[src/design/odo_pkg.sv]
// ----------------------------------------------------------------------------
// odo_pkg
// shared types, constants and tables of the differential drive odometry unit
// ----------------------------------------------------------------------------
package odo_pkg;

    typedef struct packed {
        logic signed [15:0] ticks_left;
        logic signed [15:0] ticks_right;
        logic [23:0]        elapsed_us;
    } odo_in_t;

    typedef struct packed {
        logic signed [31:0] x_pos;
        logic signed [31:0] y_pos;
        logic signed [15:0] heading;
        logic signed [31:0] step_distance;
        logic signed [31:0] linear_speed;
        logic signed [31:0] angular_speed;
        logic signed [47:0] distance_sum;
        logic signed [47:0] left_tick_sum;
        logic signed [47:0] right_tick_sum;
    } odo_out_t;

    typedef enum logic [7:0] {
        CFG_LEFT_MM_PER_TICK = 8'd0,
        CFG_RIGHT_CORRECTION = 8'd1,
        CFG_WHEELBASE_MM     = 8'd2
    } odo_cfg_idx_t;

    typedef enum logic [1:0] {
        DIV_ANGLE = 2'd0,
        DIV_LIN   = 2'd1,
        DIV_ROT   = 2'd2
    } odo_div_sel_t;

    localparam int CORDIC_ITERS = 24;
    localparam int ITER_W       = 5;
    localparam int DIV_NW       = 60;   // dividend / quotient width
    localparam int DIV_DW       = 28;   // divisor width

    localparam logic signed [58:0] INV_TWO_PI_Q24  = 59'sd2670177;
    localparam logic signed [34:0] CORDIC_GAIN_Q30 = 35'sd652032874;
    localparam logic signed [59:0] US_PER_S        = 60'sd1000000;

    typedef struct packed {
        logic         ld_in;
        logic         ld_mul1;
        logic         ld_mul2;
        logic         ld_sum;
        logic         ld_num;
        logic         div_start;
        odo_div_sel_t div_sel;
        logic         ld_angle;
        logic         cord_step;
        logic [ITER_W-1:0] cord_idx;
        logic         ld_prod;
        logic         ld_pos;
        logic         ld_lin;
        logic         ld_rot;
        logic         ld_out;
    } odo_cmd_t;

    typedef struct packed {
        logic div_busy;
        logic div_done;
        logic us_zero;
    } odo_stat_t;

    // atan(2^-i) in 2^32-per-turn units
    function automatic logic [29:0] atan_turn(input logic [ITER_W-1:0] i);
        logic [29:0] r;
        unique case (i)
            5'd0:  r = 30'd536870912;
            5'd1:  r = 30'd316933406;
            5'd2:  r = 30'd167458907;
            5'd3:  r = 30'd85004756;
            5'd4:  r = 30'd42667331;
            5'd5:  r = 30'd21352417;
            5'd6:  r = 30'd10679838;
            5'd7:  r = 30'd5340245;
            5'd8:  r = 30'd2670163;
            5'd9:  r = 30'd1335087;
            5'd10: r = 30'd667544;
            5'd11: r = 30'd333772;
            5'd12: r = 30'd166886;
            5'd13: r = 30'd83443;
            5'd14: r = 30'd41722;
            5'd15: r = 30'd20861;
            5'd16: r = 30'd10430;
            5'd17: r = 30'd5215;
            5'd18: r = 30'd2608;
            5'd19: r = 30'd1304;
            5'd20: r = 30'd652;
            5'd21: r = 30'd326;
            5'd22: r = 30'd163;
            5'd23: r = 30'd81;
            default: r = 30'd0;
        endcase
        return r;
    endfunction

endpackage

[src/design/odo_ctrl.sv]
// ----------------------------------------------------------------------------
// odo_ctrl
// sequencer of the odometry unit, one item at a time
// ----------------------------------------------------------------------------
module odo_ctrl (
    input  logic               aclk,
    input  logic               aresetn,
    input  logic               s_valid,
    output logic               s_ready,
    output logic               m_valid,
    input  logic               m_ready,
    input  odo_pkg::odo_stat_t stat,
    output odo_pkg::odo_cmd_t  cmd
);
    typedef enum logic [15:0] {
        ST_IDLE  = 16'b0000_0000_0000_0001,
        ST_MUL1  = 16'b0000_0000_0000_0010,
        ST_MUL2  = 16'b0000_0000_0000_0100,
        ST_SUM   = 16'b0000_0000_0000_1000,
        ST_NUM   = 16'b0000_0000_0001_0000,
        ST_DIVA  = 16'b0000_0000_0010_0000,
        ST_WAITA = 16'b0000_0000_0100_0000,
        ST_SETUP = 16'b0000_0000_1000_0000,
        ST_CORD  = 16'b0000_0001_0000_0000,
        ST_PROD  = 16'b0000_0010_0000_0000,
        ST_POS   = 16'b0000_0100_0000_0000,
        ST_DIVL  = 16'b0000_1000_0000_0000,
        ST_WAITL = 16'b0001_0000_0000_0000,
        ST_DIVR  = 16'b0010_0000_0000_0000,
        ST_WAITR = 16'b0100_0000_0000_0000,
        ST_OUT   = 16'b1000_0000_0000_0000
    } odo_state_t;

    odo_state_t state_reg, state_next;
    logic [odo_pkg::ITER_W-1:0] it_reg, it_next;
    logic valid_reg, valid_next;

    always_comb begin
        state_next = state_reg;
        it_next    = it_reg;
        valid_next = valid_reg;
        cmd        = '0;
        cmd.div_sel  = odo_pkg::DIV_ANGLE;
        cmd.cord_idx = it_reg;
        if (valid_reg && m_ready) valid_next = 1'b0;
        unique case (state_reg)
            ST_IDLE: begin
                if (s_valid) begin
                    cmd.ld_in  = 1'b1;
                    state_next = ST_MUL1;
                end
            end
            ST_MUL1: begin
                cmd.ld_mul1 = 1'b1;
                state_next  = ST_MUL2;
            end
            ST_MUL2: begin
                cmd.ld_mul2 = 1'b1;
                state_next  = ST_SUM;
            end
            ST_SUM: begin
                cmd.ld_sum = 1'b1;
                state_next = ST_NUM;
            end
            ST_NUM: begin
                cmd.ld_num = 1'b1;
                state_next = ST_DIVA;
            end
            ST_DIVA: begin
                cmd.div_start = 1'b1;
                state_next    = ST_WAITA;
            end
            ST_WAITA: begin
                if (stat.div_done) begin
                    cmd.ld_angle = 1'b1;
                    state_next   = ST_SETUP;
                end
            end
            ST_SETUP: begin
                it_next    = '0;
                state_next = ST_CORD;
            end
            ST_CORD: begin
                cmd.cord_step = 1'b1;
                it_next       = it_reg + 1'b1;
                if (it_reg == odo_pkg::ITER_W'(odo_pkg::CORDIC_ITERS - 1)) begin
                    state_next = ST_PROD;
                end
            end
            ST_PROD: begin
                cmd.cord_step = 1'b1;
                cmd.cord_idx  = '1;
                cmd.ld_prod   = 1'b1;
                state_next    = ST_POS;
            end
            ST_POS: begin
                cmd.cord_step = 1'b1;
                cmd.cord_idx  = '1;
                cmd.ld_pos    = 1'b1;
                if (stat.us_zero) begin
                    cmd.ld_lin = 1'b1;
                    cmd.ld_rot = 1'b1;
                    state_next = ST_OUT;
                end else begin
                    state_next = ST_DIVL;
                end
            end
            ST_DIVL: begin
                cmd.div_sel   = odo_pkg::DIV_LIN;
                cmd.div_start = 1'b1;
                state_next    = ST_WAITL;
            end
            ST_WAITL: begin
                if (stat.div_done) begin
                    cmd.ld_lin = 1'b1;
                    state_next = ST_DIVR;
                end
            end
            ST_DIVR: begin
                cmd.div_sel   = odo_pkg::DIV_ROT;
                cmd.div_start = 1'b1;
                state_next    = ST_WAITR;
            end
            ST_WAITR: begin
                if (stat.div_done) begin
                    cmd.ld_rot = 1'b1;
                    state_next = ST_OUT;
                end
            end
            ST_OUT: begin
                if (!valid_reg || m_ready) begin
                    cmd.ld_out = 1'b1;
                    valid_next = 1'b1;
                    state_next = ST_IDLE;
                end
            end
            default: state_next = ST_IDLE;
        endcase
    end

    always_ff @(posedge aclk) begin
        if (!aresetn) begin
            state_reg <= ST_IDLE;
            it_reg    <= '0;
            valid_reg <= 1'b0;
        end else begin
            state_reg <= state_next;
            it_reg    <= it_next;
            valid_reg <= valid_next;
        end
    end

    assign s_ready = (state_reg == ST_IDLE);
    assign m_valid = valid_reg;
endmodule

[config.mk]
export PLATFORM = sky130hd
export DESIGN_NAME = odo_ctrl
export DESIGN_NICKNAME = d
export VERILOG_FILES = /design/src/design/odo_pkg.sv /design/src/design/odo_ctrl.sv
export SDC_FILE = /design/constraint.sdc
export NUM_CORES = 1
export LEC_CHECK = 0
export ABC_AREA = 1
export ABC_CLOCK_PERIOD_IN_PS = 1400
export BUFFER_PORTS_ARGS = -buffer_cell sky130_fd_sc_hd__buf_2
export CAP_MARGIN = 20
export CORE_ASPECT_RATIO = 0.9
export CORE_UTILIZATION = 48
export DETAILED_ROUTE_END_ITERATION = 10
export PLACE_DENSITY = 0.84
export RECOVER_POWER = 25
export REMOVE_ABC_BUFFERS = 1
export SLEW_MARGIN = 15
export SYNTH_ARGS = -nofsm -noshare
export SYNTH_HDL_FRONTEND = slang
export SYNTH_SLANG_ARGS = --single-unit
[constraint.sdc]
create_clock -name aclk -period 1.4 [get_ports aclk]
set_input_delay 0.28 -clock aclk [delete_from_list [all_inputs] [get_ports aclk]]
set_output_delay 0.28 -clock aclk [all_outputs]
set_load 0.02 [all_outputs]
==> impl_metrics.ini, run 1 <==
[place]
gp_congestion = 0.850
hpwl_um = 2610
numPortBuffers = 27

[cts]
clk_path_buf_depth = 2
ctsRootBufferMaster = clkbuf_4
numClockSinks = 22
postCtsHoldBufs = 0
cts_buffers = 3
htreeDepth = 1

[floorplan]
fp.dieH_um = 52.2
boundaryPins = 29
row_count = 17
die_width_um = 57.7
start_util = 0.526

[logic_synthesis]
synthTopCellsByArea = dfxtp_1, nand2_1, nor2_1
ys_seq_area_frac = 0.328
synth_edf_count = 0
yosysMostFrequentCell = nand2_1
ys_types = 26
yosys_warnings = 0
yosysTopAreaCellShare = 0.328
async_flop_share = 0
synthFlopType = dfxtp_1
synthCells = 215
synth_seq_cells = 22
synth_area_um2 = 1340
synthTopCellsByCount = nand2_1, nor2_1, inv_1
synth.largest_area_cell = dfxtp_1
avgSynthCellArea_um2 = 6.24

[timing]
worstEndpointType = output port
postGrtWorstEndpoint = cmd[10]

[global_routing]
grt_max_degree = 14

[status]
lastStage = global routing (5_1_grt)
outcome = stopped before the end
error = [ERROR DPL-0038] Utilization greater than 100%, impossible to legalize
-- cells by family after synthesis --
family                   synth area share
flip-flops                          0.328
XOR/XNOR                           0.0130
buffers and inverters               0.132
AND/OR/NAND/NOR                     0.465
adder cells (fa/ha/maj)           0.00932
AO/OA/AOI/OAI                      0.0522
-- metrics by stage --
stage	utilization	hold WS, ns	cell area, um^2	cells	setup WS, ns
2_1_floorplan	-	0.356	1320	212	-0.376
3_3_place_gp	0.705	0.450	1800	308	-0.286
3_5_place_dp	0.705	0.464	1800	308	-0.356
4_1_cts	0.901	0.136	2300	340	-0.610
-- repair_timing --
action | in CTS
setup buffers | 37
hold endpoints to repair | 0
pin swaps | 17
gates resized for setup | 76
setup endpoints to repair | 39
==> inputs of run 2 (changes only) <==
--- a/config.mk
+++ b/config.mk
@@ -6,13 +6,13 @@
 export NUM_CORES = 1
 export LEC_CHECK = 0
 export ABC_AREA = 1
-export ABC_CLOCK_PERIOD_IN_PS = 1400
+export ABC_CLOCK_PERIOD_IN_PS = 1800
 export BUFFER_PORTS_ARGS = -buffer_cell sky130_fd_sc_hd__buf_2
 export CAP_MARGIN = 20
-export CORE_ASPECT_RATIO = 0.9
-export CORE_UTILIZATION = 48
+export CORE_AREA = 2 2 63 65
 export DETAILED_ROUTE_END_ITERATION = 10
-export PLACE_DENSITY = 0.84
+export DIE_AREA = 0 0 65 67
+export PLACE_DENSITY_LB_ADDON = 0.15
 export RECOVER_POWER = 25
 export REMOVE_ABC_BUFFERS = 1
 export SLEW_MARGIN = 15
==> constraint.sdc (replaced) <==
create_clock -name aclk -period 1.8 [get_ports aclk]
set_input_delay 0.36 -clock aclk [delete_from_list [all_inputs] [get_ports aclk]]
set_output_delay 0.36 -clock aclk [all_outputs]
set_load 0.02 [all_outputs]
==> impl_metrics.ini, run 2 <==
[global_routing]
grt_max_degree = 14
grt_pass1_vias = 1317
antenna_found_initial = 0
grt_usage = 0.169
grt_pass1_wl_um = 5710
grt_overflow = 0

[cts]
postCtsHoldBufs = 0
numClockSinks = 22
clkSlewWorstSetupHoldPaths_ns = 0.08
ctsRootBufferMaster = clkbuf_8
clk_path_buf_depth = 2
insertion_delay_ns = 0.26
htreeDepth = 1
cts_buffers = 3
cts_tree = done

[setup_path]
reg2reg_from = state_reg[1]
reg2reg_slack_ns = 0
startpoint_type = flop
cpMaxStageDelayCell = dfxtp_2
worst_ep_arrival_time_ns = 1.63
rr_worst_depth = 14
path_class = flop to output port
critPathMaxFanout = 4
critical-path-max-stage-delay_ns = 0.35
endpoint_kind = output port
r2r-end = state_reg[5]
crit_required_ns = 1.44
path_buf_inv = 2
crit_family = simple AND/OR/NAND/NOR gates
worstPathCellList = nor2_4, nand2_2, nor2_4, nand2_4, nor2_8, nand2_4, nand2_1, inv_1, nor2_1, buf_4

[hold_path]
min_to = state_reg[11]
hold_depth = 2
hp-class = input port to flop
hold_start = stat[0]

[logic_synthesis]
synthTopCellsByArea = dfxtp_1, nand2_1, nor2_1
yosysMostFrequentCell = nand2_1
avgSynthCellArea_um2 = 6.24
yosysTopAreaCellShare = 0.328
synth.largest_area_cell = dfxtp_1
ys_types = 26
synth_area_um2 = 1340
synth_edf_count = 0
synthTopCellsByCount = nand2_1, nor2_1, inv_1
async_flop_share = 0
ys_seq_area_frac = 0.328
synthCells = 215
synth_seq_cells = 22
yosys_warnings = 0
synthFlopType = dfxtp_1

[routing]
top_layer = met4
wirelength_um = 3670
postRouteAntennaNets = 0
vias = 1489
dr.first_iter.drc_count = 34
wl_met2_um = 1870
firstDrtPassIters = 4
dr_wl_met3_um = 144
met1_length_um = 1610
routedWlPerCell_um = 11.1
viasPerCell = 4.51
drcViolationCount = 0

[finish]
largest_reg_flops = 16
fin_util = 0.594
mostFrequentLayoutCells = buf_4, nand2_1, inv_1, nor2_1, buf_6
regArea_um2 = 454
syn_to_final_growth_pct = 59.5
fill_cells = 360
finalNetCount = 292
multi_input_comb_area_um2 = 885
diodes = 0
layout_commonest_cell = buf_4
drive_above_1_share = 0.443

[timing]
fin_crit_sh = 1.11
hold_slack_ns = 0.308
slew_headroom = 0.669
setup_slack_ns = -0.191
fin_crit_ns = 1.99
tightest_slew_ns = 0.496
setup_viol = 20
maxClockFrequency_ghz = 0.502
finalHoldViolations = 0
clock_skew_ns = 0.00406
slew_viol_final = 0
rsz0062_at_grt = yes

[floorplan]
die_area_um2 = 4360
fp.dieH_um = 67
row_count = 22
boundaryPins = 29
die_width_um = 65
start_util = 0.372
fp.coreArea_um2 = 3610

[pwr]
ir_worst_vdd_mv = 0.442
p_per_area_nw_per_um2 = 564
totalPowerFinal_mw = 1.21
p_leak_nw = 1.17

[status]
outcome = complete, but fails checks
violations = setup timing

[place]
numPortBuffers = 27
gp_congestion = 0.817
hpwl_um = 2460

[job]
max_cap_viol_count = 0
[run 2: cell counts after synthesis]
Identical to the previous run, type by type.
[run 2: cell type report]
| class | count | area share |
|---|---|---|
| Multi-Input combinational cell | 149 | 0.413 |
| Timing Repair Buffer | 66 | 0.254 |
| Sequential cell | 22 | 0.212 |
| Clock buffer | 3 | 0.0193 |
| Inverter | 42 | 0.0736 |
| Tap cell | 48 | 0.0281 |
[run 2: worst max path at each step]
stage,depth (start not counted),slack (ns),start,to
finish,10,-0.19,state_reg[1],cmd[1]
global route,10,-0.32,state_reg[1],cmd[1]
CTS,10,-0.19,state_reg[0],cmd[1]
detailed placement,9,0.03,state_reg[4],cmd[7]
global placement,9,0.03,state_reg[4],cmd[14]
floorplan,9,-0.06,state_reg[4],cmd[1]
[run 2: repair_timing]
action | in CTS | in global routing
setup endpoints to repair | 20 | 28
setup buffers | 17 | 4
endpoints found under the hold margin | 0 | 0
pin swaps | 11 | 13
cloned | 1 | 0
gates resized for setup | 67 | 28
[run 2: through the flow]
| stage | setup TNS (ns) | std cells | setup slack (ns) | area (um^2) |
|---|---|---|---|---|
| 3_3_place_gp | 0 | 307 | 0.0344 | 1670 |
| 6_report | -2.37 | 330 | -0.191 | 2140 |
| 2_1_floorplan | -0.0564 | 212 | -0.0564 | 1320 |
| 4_1_cts | -1.98 | 327 | -0.188 | 2040 |
| 5_1_grt | -4.66 | 330 | -0.319 | 2140 |
| 3_5_place_dp | 0 | 307 | 0.0300 | 1670 |
[run 2: kinds of logic after synthesis]
family,after synthesis,share of synthesized area
AOI/OAI and AO/OA,14,0.0522
xor gates and xnor gates,2,0.0130
adders and majority gates,1,0.00932
buffers and inverters,45,0.132
DFF,22,0.328
and+or+nand+nor,131,0.465
[run 2: power breakdown]
part / switching (mW) / internal (mW) / leakage [nW]
clock network: 0.155 / 0.149 / 0.0216
logic: 0.212 / 0.175 / 0.963
registers: 0.0164 / 0.499 / 0.182
[run 2: routing by layer]
metal  vias up  GRT usage
met3         7     0.0304
li1        797          -
met5         -          0
met1       658      0.212
met4         0     0.0532
met2        27      0.294
Note: power is estimated with default switching activity, not from simulation.
==> inputs of run 3 (changes only) <==
--- a/config.mk
+++ b/config.mk
@@ -5,7 +5,6 @@
 export SDC_FILE = /design/constraint.sdc
 export NUM_CORES = 1
 export LEC_CHECK = 0
-export ABC_AREA = 1
 export ABC_CLOCK_PERIOD_IN_PS = 1800
 export BUFFER_PORTS_ARGS = -buffer_cell sky130_fd_sc_hd__buf_2
 export CAP_MARGIN = 20
==> impl_metrics.ini, run 3 <==
[place]
place_inst = 259
gp_congestion = 0.843
numPortBuffers = 27
hpwl_um = 2660

[cts]
insertion_delay_ns = 0.27
htreeDepth = 1
cts_buffers = 3
cts_tree = done
clkSlewWorstSetupHoldPaths_ns = 0.08
clk_path_buf_depth = 2
numClockSinks = 22
ctsRootBufferMaster = clkbuf_8

[routing]
postRouteAntennaNets = 0
met1_length_um = 1830
top_layer = met4
dr_wl_met3_um = 193
drcViolationCount = 0
firstDrtPassIters = 4
routedWlPerCell_um = 14.5
wl_met2_um = 2050
wirelength_um = 4110
vias = 1467
viasPerCell = 5.17
dr.first_iter.drc_count = 51

[timing]
fin_crit_sh = 1.40
setup_slack_ns = -0.722
maxClockFrequency_ghz = 0.396
rsz0062_at_grt = yes
clock_skew_ns = 0.00142
slew_viol_final = 0
fin_crit_ns = 2.52
finalHoldViolations = 0
tns_ns = -16.27
slew_headroom = 0.629
tightest_slew_ns = 0.548
setup_viol = 37

[setup_path]
crit_required_ns = 1.44
worst_ep_arrival_time_ns = 2.16
worstPathCellList = or4_4, buf_4, buf_6, buf_6, nor3_4, and4b_1, or2_4, buf_6
cpMostUsedCell = buf_6
path_buf_inv = 4
startpoint_type = flop
path_class = flop to output port
endpoint_kind = output port
cpMaxStageDelayCell = or4_4
crit_family = simple AND/OR/NAND/NOR gates
critPathMaxFanout = 3
critical-path-max-stage-delay_ns = 0.55

[logic_synthesis]
synth_fa_ha_area_frac = 0.0102
synth_top_family_by_area = simple AND/OR/NAND/NOR gates
yosysMostFrequentCell = dfxtp_1
synth-compound-area-share = 0.114
yosysTopAreaCellShare = 0.358
synth_xor_area_frac = 0.0285
yosys_warnings = 0
avgSynthCellArea_um2 = 8.31
synth_edf_count = 0
synthTopCellsByCount = dfxtp_1, nor2_1, a21oi_1
synth.largest_area_cell = dfxtp_1
synthCells = 148
synth-simple-area-share = 0.464
synth_area_um2 = 1230
ys_seq_area_frac = 0.358
ys_types = 39
synthMuxAreaShare = 0.00916
synthFlopType = dfxtp_1
async_flop_share = 0
synth_seq_cells = 22
synthTopCellsByArea = dfxtp_1, a21oi_1, nor2_1

[global_routing]
antenna_found_initial = 0
grt_pass1_wl_um = 6310
grt_overflow = 0
grt_pass1_vias = 1379
grt_max_degree = 14
grt_usage = 0.192

[pwr]
ir_worst_vdd_mv = 0.404
p_per_area_nw_per_um2 = 532
p_leak_nw = 1.06

[job]
max_cap_viol_count = 0

[finish]
largest_reg_flops = 16
diodes = 0
mostFrequentLayoutCells = buf_4, buf_6, nor2_1
final_cells = 284
drive_above_1_share = 0.585
layout_commonest_cell = buf_4
syn_to_final_growth_pct = 86.2
finalNetCount = 245

[floorplan]
fp.dieH_um = 67
boundaryPins = 29
die_width_um = 65
row_count = 22
die_area_um2 = 4360
start_util = 0.341
fp.coreArea_um2 = 3610

[status]
outcome = complete, but fails checks
violations = setup timing

[hold_path]
hp-class = input port to flop
-- run 3: cell count changes after synthesis, moves of 8 or more --
cell	delta
nor2_1	-20
and2_1	+8
inv_1	-36
nand2_1	-38
nand3_1	-8
-- run 3: timing repair --
action                     CTS  global route
buffers inserted             6            15
setup endpoints to repair   35            37
resized for setup           66            31
pin swaps                   15            15
hold buffers                 0             0
-- run 3: report_power, final --
group          total, mW  internal [mW]  switching [mW]
Sequential         0.496          0.492         0.00348
Clock              0.479          0.298           0.181
Combinational      0.244          0.129           0.115
Total               1.22          0.919           0.299
-- run 3: cells by family after synthesis --
family | after synthesis
and+or+nand+nor | 92
AOI/OAI and AO/OA | 23
DFF | 22
buffers and inverters | 5
xor gates and xnor gates | 4
muxes | 1
adders and majority gates | 1
-- run 3: through the flow --
step	worst slack (ns)	util	total power, mW	cell area, um^2	hold WS, ns
floorplan	-0.475	-	0.599	1220	0.435
finish	-0.722	0.635	1.22	2290	0.288
global route	-0.786	0.635	1.26	2290	0.284
detailed placement	-0.422	0.473	0.666	1710	0.469
global placement	-0.426	0.473	0.664	1710	0.460
CTS	-0.701	0.569	1.17	2050	0.269
-- run 3: path summary, 6_finish.rpt --
path	slack (ns)	from	cells past startpoint	to
min	0.29	stat[0]	2	state_reg[11]
max reg2reg	-0.42	state_reg[15]	11	state_reg[0]
max	-0.72	state_reg[15]	8	cmd[14]
min reg2reg	0.49	it_reg[4]	1	it_reg[4]
-- run 3: worst reg2reg max path: cells and delay by family (launching register included) --
kind	cells	cell delay (ns)
AO/OA/AOI/OAI	2	0.13
AND/OR/NAND/NOR	4	1.03
flip-flops	1	0.33
buffers and inverters	5	0.60
-- run 3: area by class of cell --
type / instances / area [um^2]
Fill cell: 302 / 1320
Multi-Input combinational cell: 121 / 956
Timing Repair Buffer: 87 / 746
Sequential cell: 22 / 449
Tap cell: 48 / 60.1
Clock buffer: 3 / 41.3
Clock inverter: 1 / 30.0
Inverter: 2 / 7.51
-- run 3: metal layers --
layer	up-vias	global-route usage
met5	-	0
met4	0	0.0559
met3	5	0.0456
met2	29	0.340
met1	702	0.228
li1	731	-
==> inputs of run 4 (changes only) <==
--- a/config.mk
+++ b/config.mk
@@ -11,6 +11,7 @@
 export CORE_AREA = 2 2 63 65
 export DETAILED_ROUTE_END_ITERATION = 10
 export DIE_AREA = 0 0 65 67
+export MAX_ROUTING_LAYER = met4
 export PLACE_DENSITY_LB_ADDON = 0.15
 export RECOVER_POWER = 25
 export REMOVE_ABC_BUFFERS = 1
==> impl_metrics.ini, run 4 (same netlist as run 3, synthesis figures left out) <==
[finish]
fin_util = 0.635
layout_commonest_cell = buf_4
multi_input_comb_area_um2 = 956
fin_area_um2 = 2290
regArea_um2 = 449
syn_to_final_growth_pct = 86.2
mostFrequentLayoutCells = buf_4, buf_6, nor2_1
finalNetCount = 245
drive_above_1_share = 0.585
fill_cells = 302
largest_reg_flops = 16
diodes = 0

[place]
dpl-instance-area_um2 = 1710
pre_cts_ws_ns = -0.422
numPortBuffers = 27
hpwl_um = 2660
gp_congestion = 0.856

[routing]
firstDrtPassIters = 4
vias = 1468
wirelength_um = 4100
postRouteAntennaNets = 0
viasPerCell = 5.17
routedWlPerCell_um = 14.4
drcViolationCount = 0
dr.first_iter.drc_count = 49

[setup_path]
crit_required_ns = 1.44
r2r-end = state_reg[0]
reg2reg_from = state_reg[15]
cpMaxStageDelayCell = or4_4
worst_ep_arrival_time_ns = 2.16
endpoint_kind = output port
critPathMaxFanout = 3
cpMostUsedCell = buf_6
path_class = flop to output port
startpoint_type = flop
reg2reg_slack_ns = -0.42
critical-path-max-stage-delay_ns = 0.55
worstPathCellList = or4_4, buf_4, buf_6, buf_6, nor3_4, and4b_1, or2_4, buf_6
rr_worst_depth = 11

[status]
violations = setup timing
outcome = complete, but fails checks

[cts]
cts_tree = done
cts_buffers = 3
htreeDepth = 1
insertion_delay_ns = 0.27
ctsRootBufferMaster = clkbuf_8
clkSlewWorstSetupHoldPaths_ns = 0.08
numClockSinks = 22
postCtsHoldBufs = 0
clk_path_buf_depth = 2

[global_routing]
antenna_found_initial = 0
grt_overflow = 0
grt_pass1_vias = 1381
grt_usage = 0.197
grt_max_degree = 14
grt_pass1_wl_um = 6320

[timing]
fin_crit_ns = 2.52
rsz0062_at_grt = yes
slew_headroom = 0.629
fin_crit_sh = 1.40
setup_viol = 37
maxClockFrequency_ghz = 0.397
slew_viol_final = 0
finalHoldViolations = 0
tightest_slew_ns = 0.548
setup_slack_ns = -0.718
clock_skew_ns = 0.00285

[floorplan]
die_area_um2 = 4360
start_util = 0.341
boundaryPins = 29
fp.dieH_um = 67
fp.coreArea_um2 = 3610
die_width_um = 65
row_count = 22

[pwr]
ir_worst_vdd_mv = 0.400
p_per_area_nw_per_um2 = 531
p_leak_nw = 1.06

[hold_path]
min_to = state_reg[11]
hold_start = stat[0]
hp-class = input port to flop
hold_depth = 2

[job]
max_cap_viol_count = 0
-- run 4: metrics by stage --
step | hold WS [ns] | setup TNS, ns | cells | power (mW)
after floorplan | 0.435 | -6.88 | 145 | 0.599
after global placement | 0.460 | -9.26 | 259 | 0.664
after detailed placement | 0.469 | -9.59 | 259 | 0.666
after CTS | 0.269 | -14.20 | 269 | 1.17
after global routing | 0.284 | -19.23 | 284 | 1.26
final | 0.288 | -16.19 | 284 | 1.22
-- run 4: layer usage --
layer / wire length [um] / global-route usage
met5: 0 / -
met4: 36 / 0.0559
met3: 144 / 0.0405
met2: 2060 / 0.340
met1: 1850 / 0.232
-- run 4: worst max-delay path by stage --
stage	depth (start not counted)	from	slack (ns)	end
2_1_floorplan	4	state_reg[0]	-0.47	cmd[5]
3_3_place_gp	6	state_reg[0]	-0.43	cmd[14]
3_5_place_dp	5	state_reg[4]	-0.42	cmd[5]
4_1_cts	5	state_reg[15]	-0.70	cmd[5]
5_1_grt	5	state_reg[15]	-0.79	cmd[9]
6_report	8	state_reg[15]	-0.72	cmd[14]
-- run 4: worst max-delay path, delay by kind of cell, from the launching register on --
family	cells	cell delay [ns]
buf+inv	4	0.49
flops	1	0.33
simple gates	4	1.06
-- run 4: timing repair --
| action | in CTS | in global routing |
|---|---|---|
| cloned | 0 | 0 |
| pin swaps | 15 | 15 |
| buffers inserted | 6 | 15 |
| resized for setup | 66 | 31 |
| setup endpoints to repair | 35 | 37 |
-- run 4: cell type report --
class                           count  area share
Clock buffer                        3      0.0180
Clock inverter                      1      0.0131
Inverter                            2     0.00328
Multi-Input combinational cell    121       0.417
Sequential cell                    22       0.196
Tap cell                           48      0.0262
Timing Repair Buffer               87       0.326
-- run 4: where the power goes --
| group | internal (mW) | switching, mW |
|---|---|---|
| combinational | 0.129 | 0.115 |
| clock | 0.298 | 0.179 |
| sequential | 0.492 | 0.00350 |
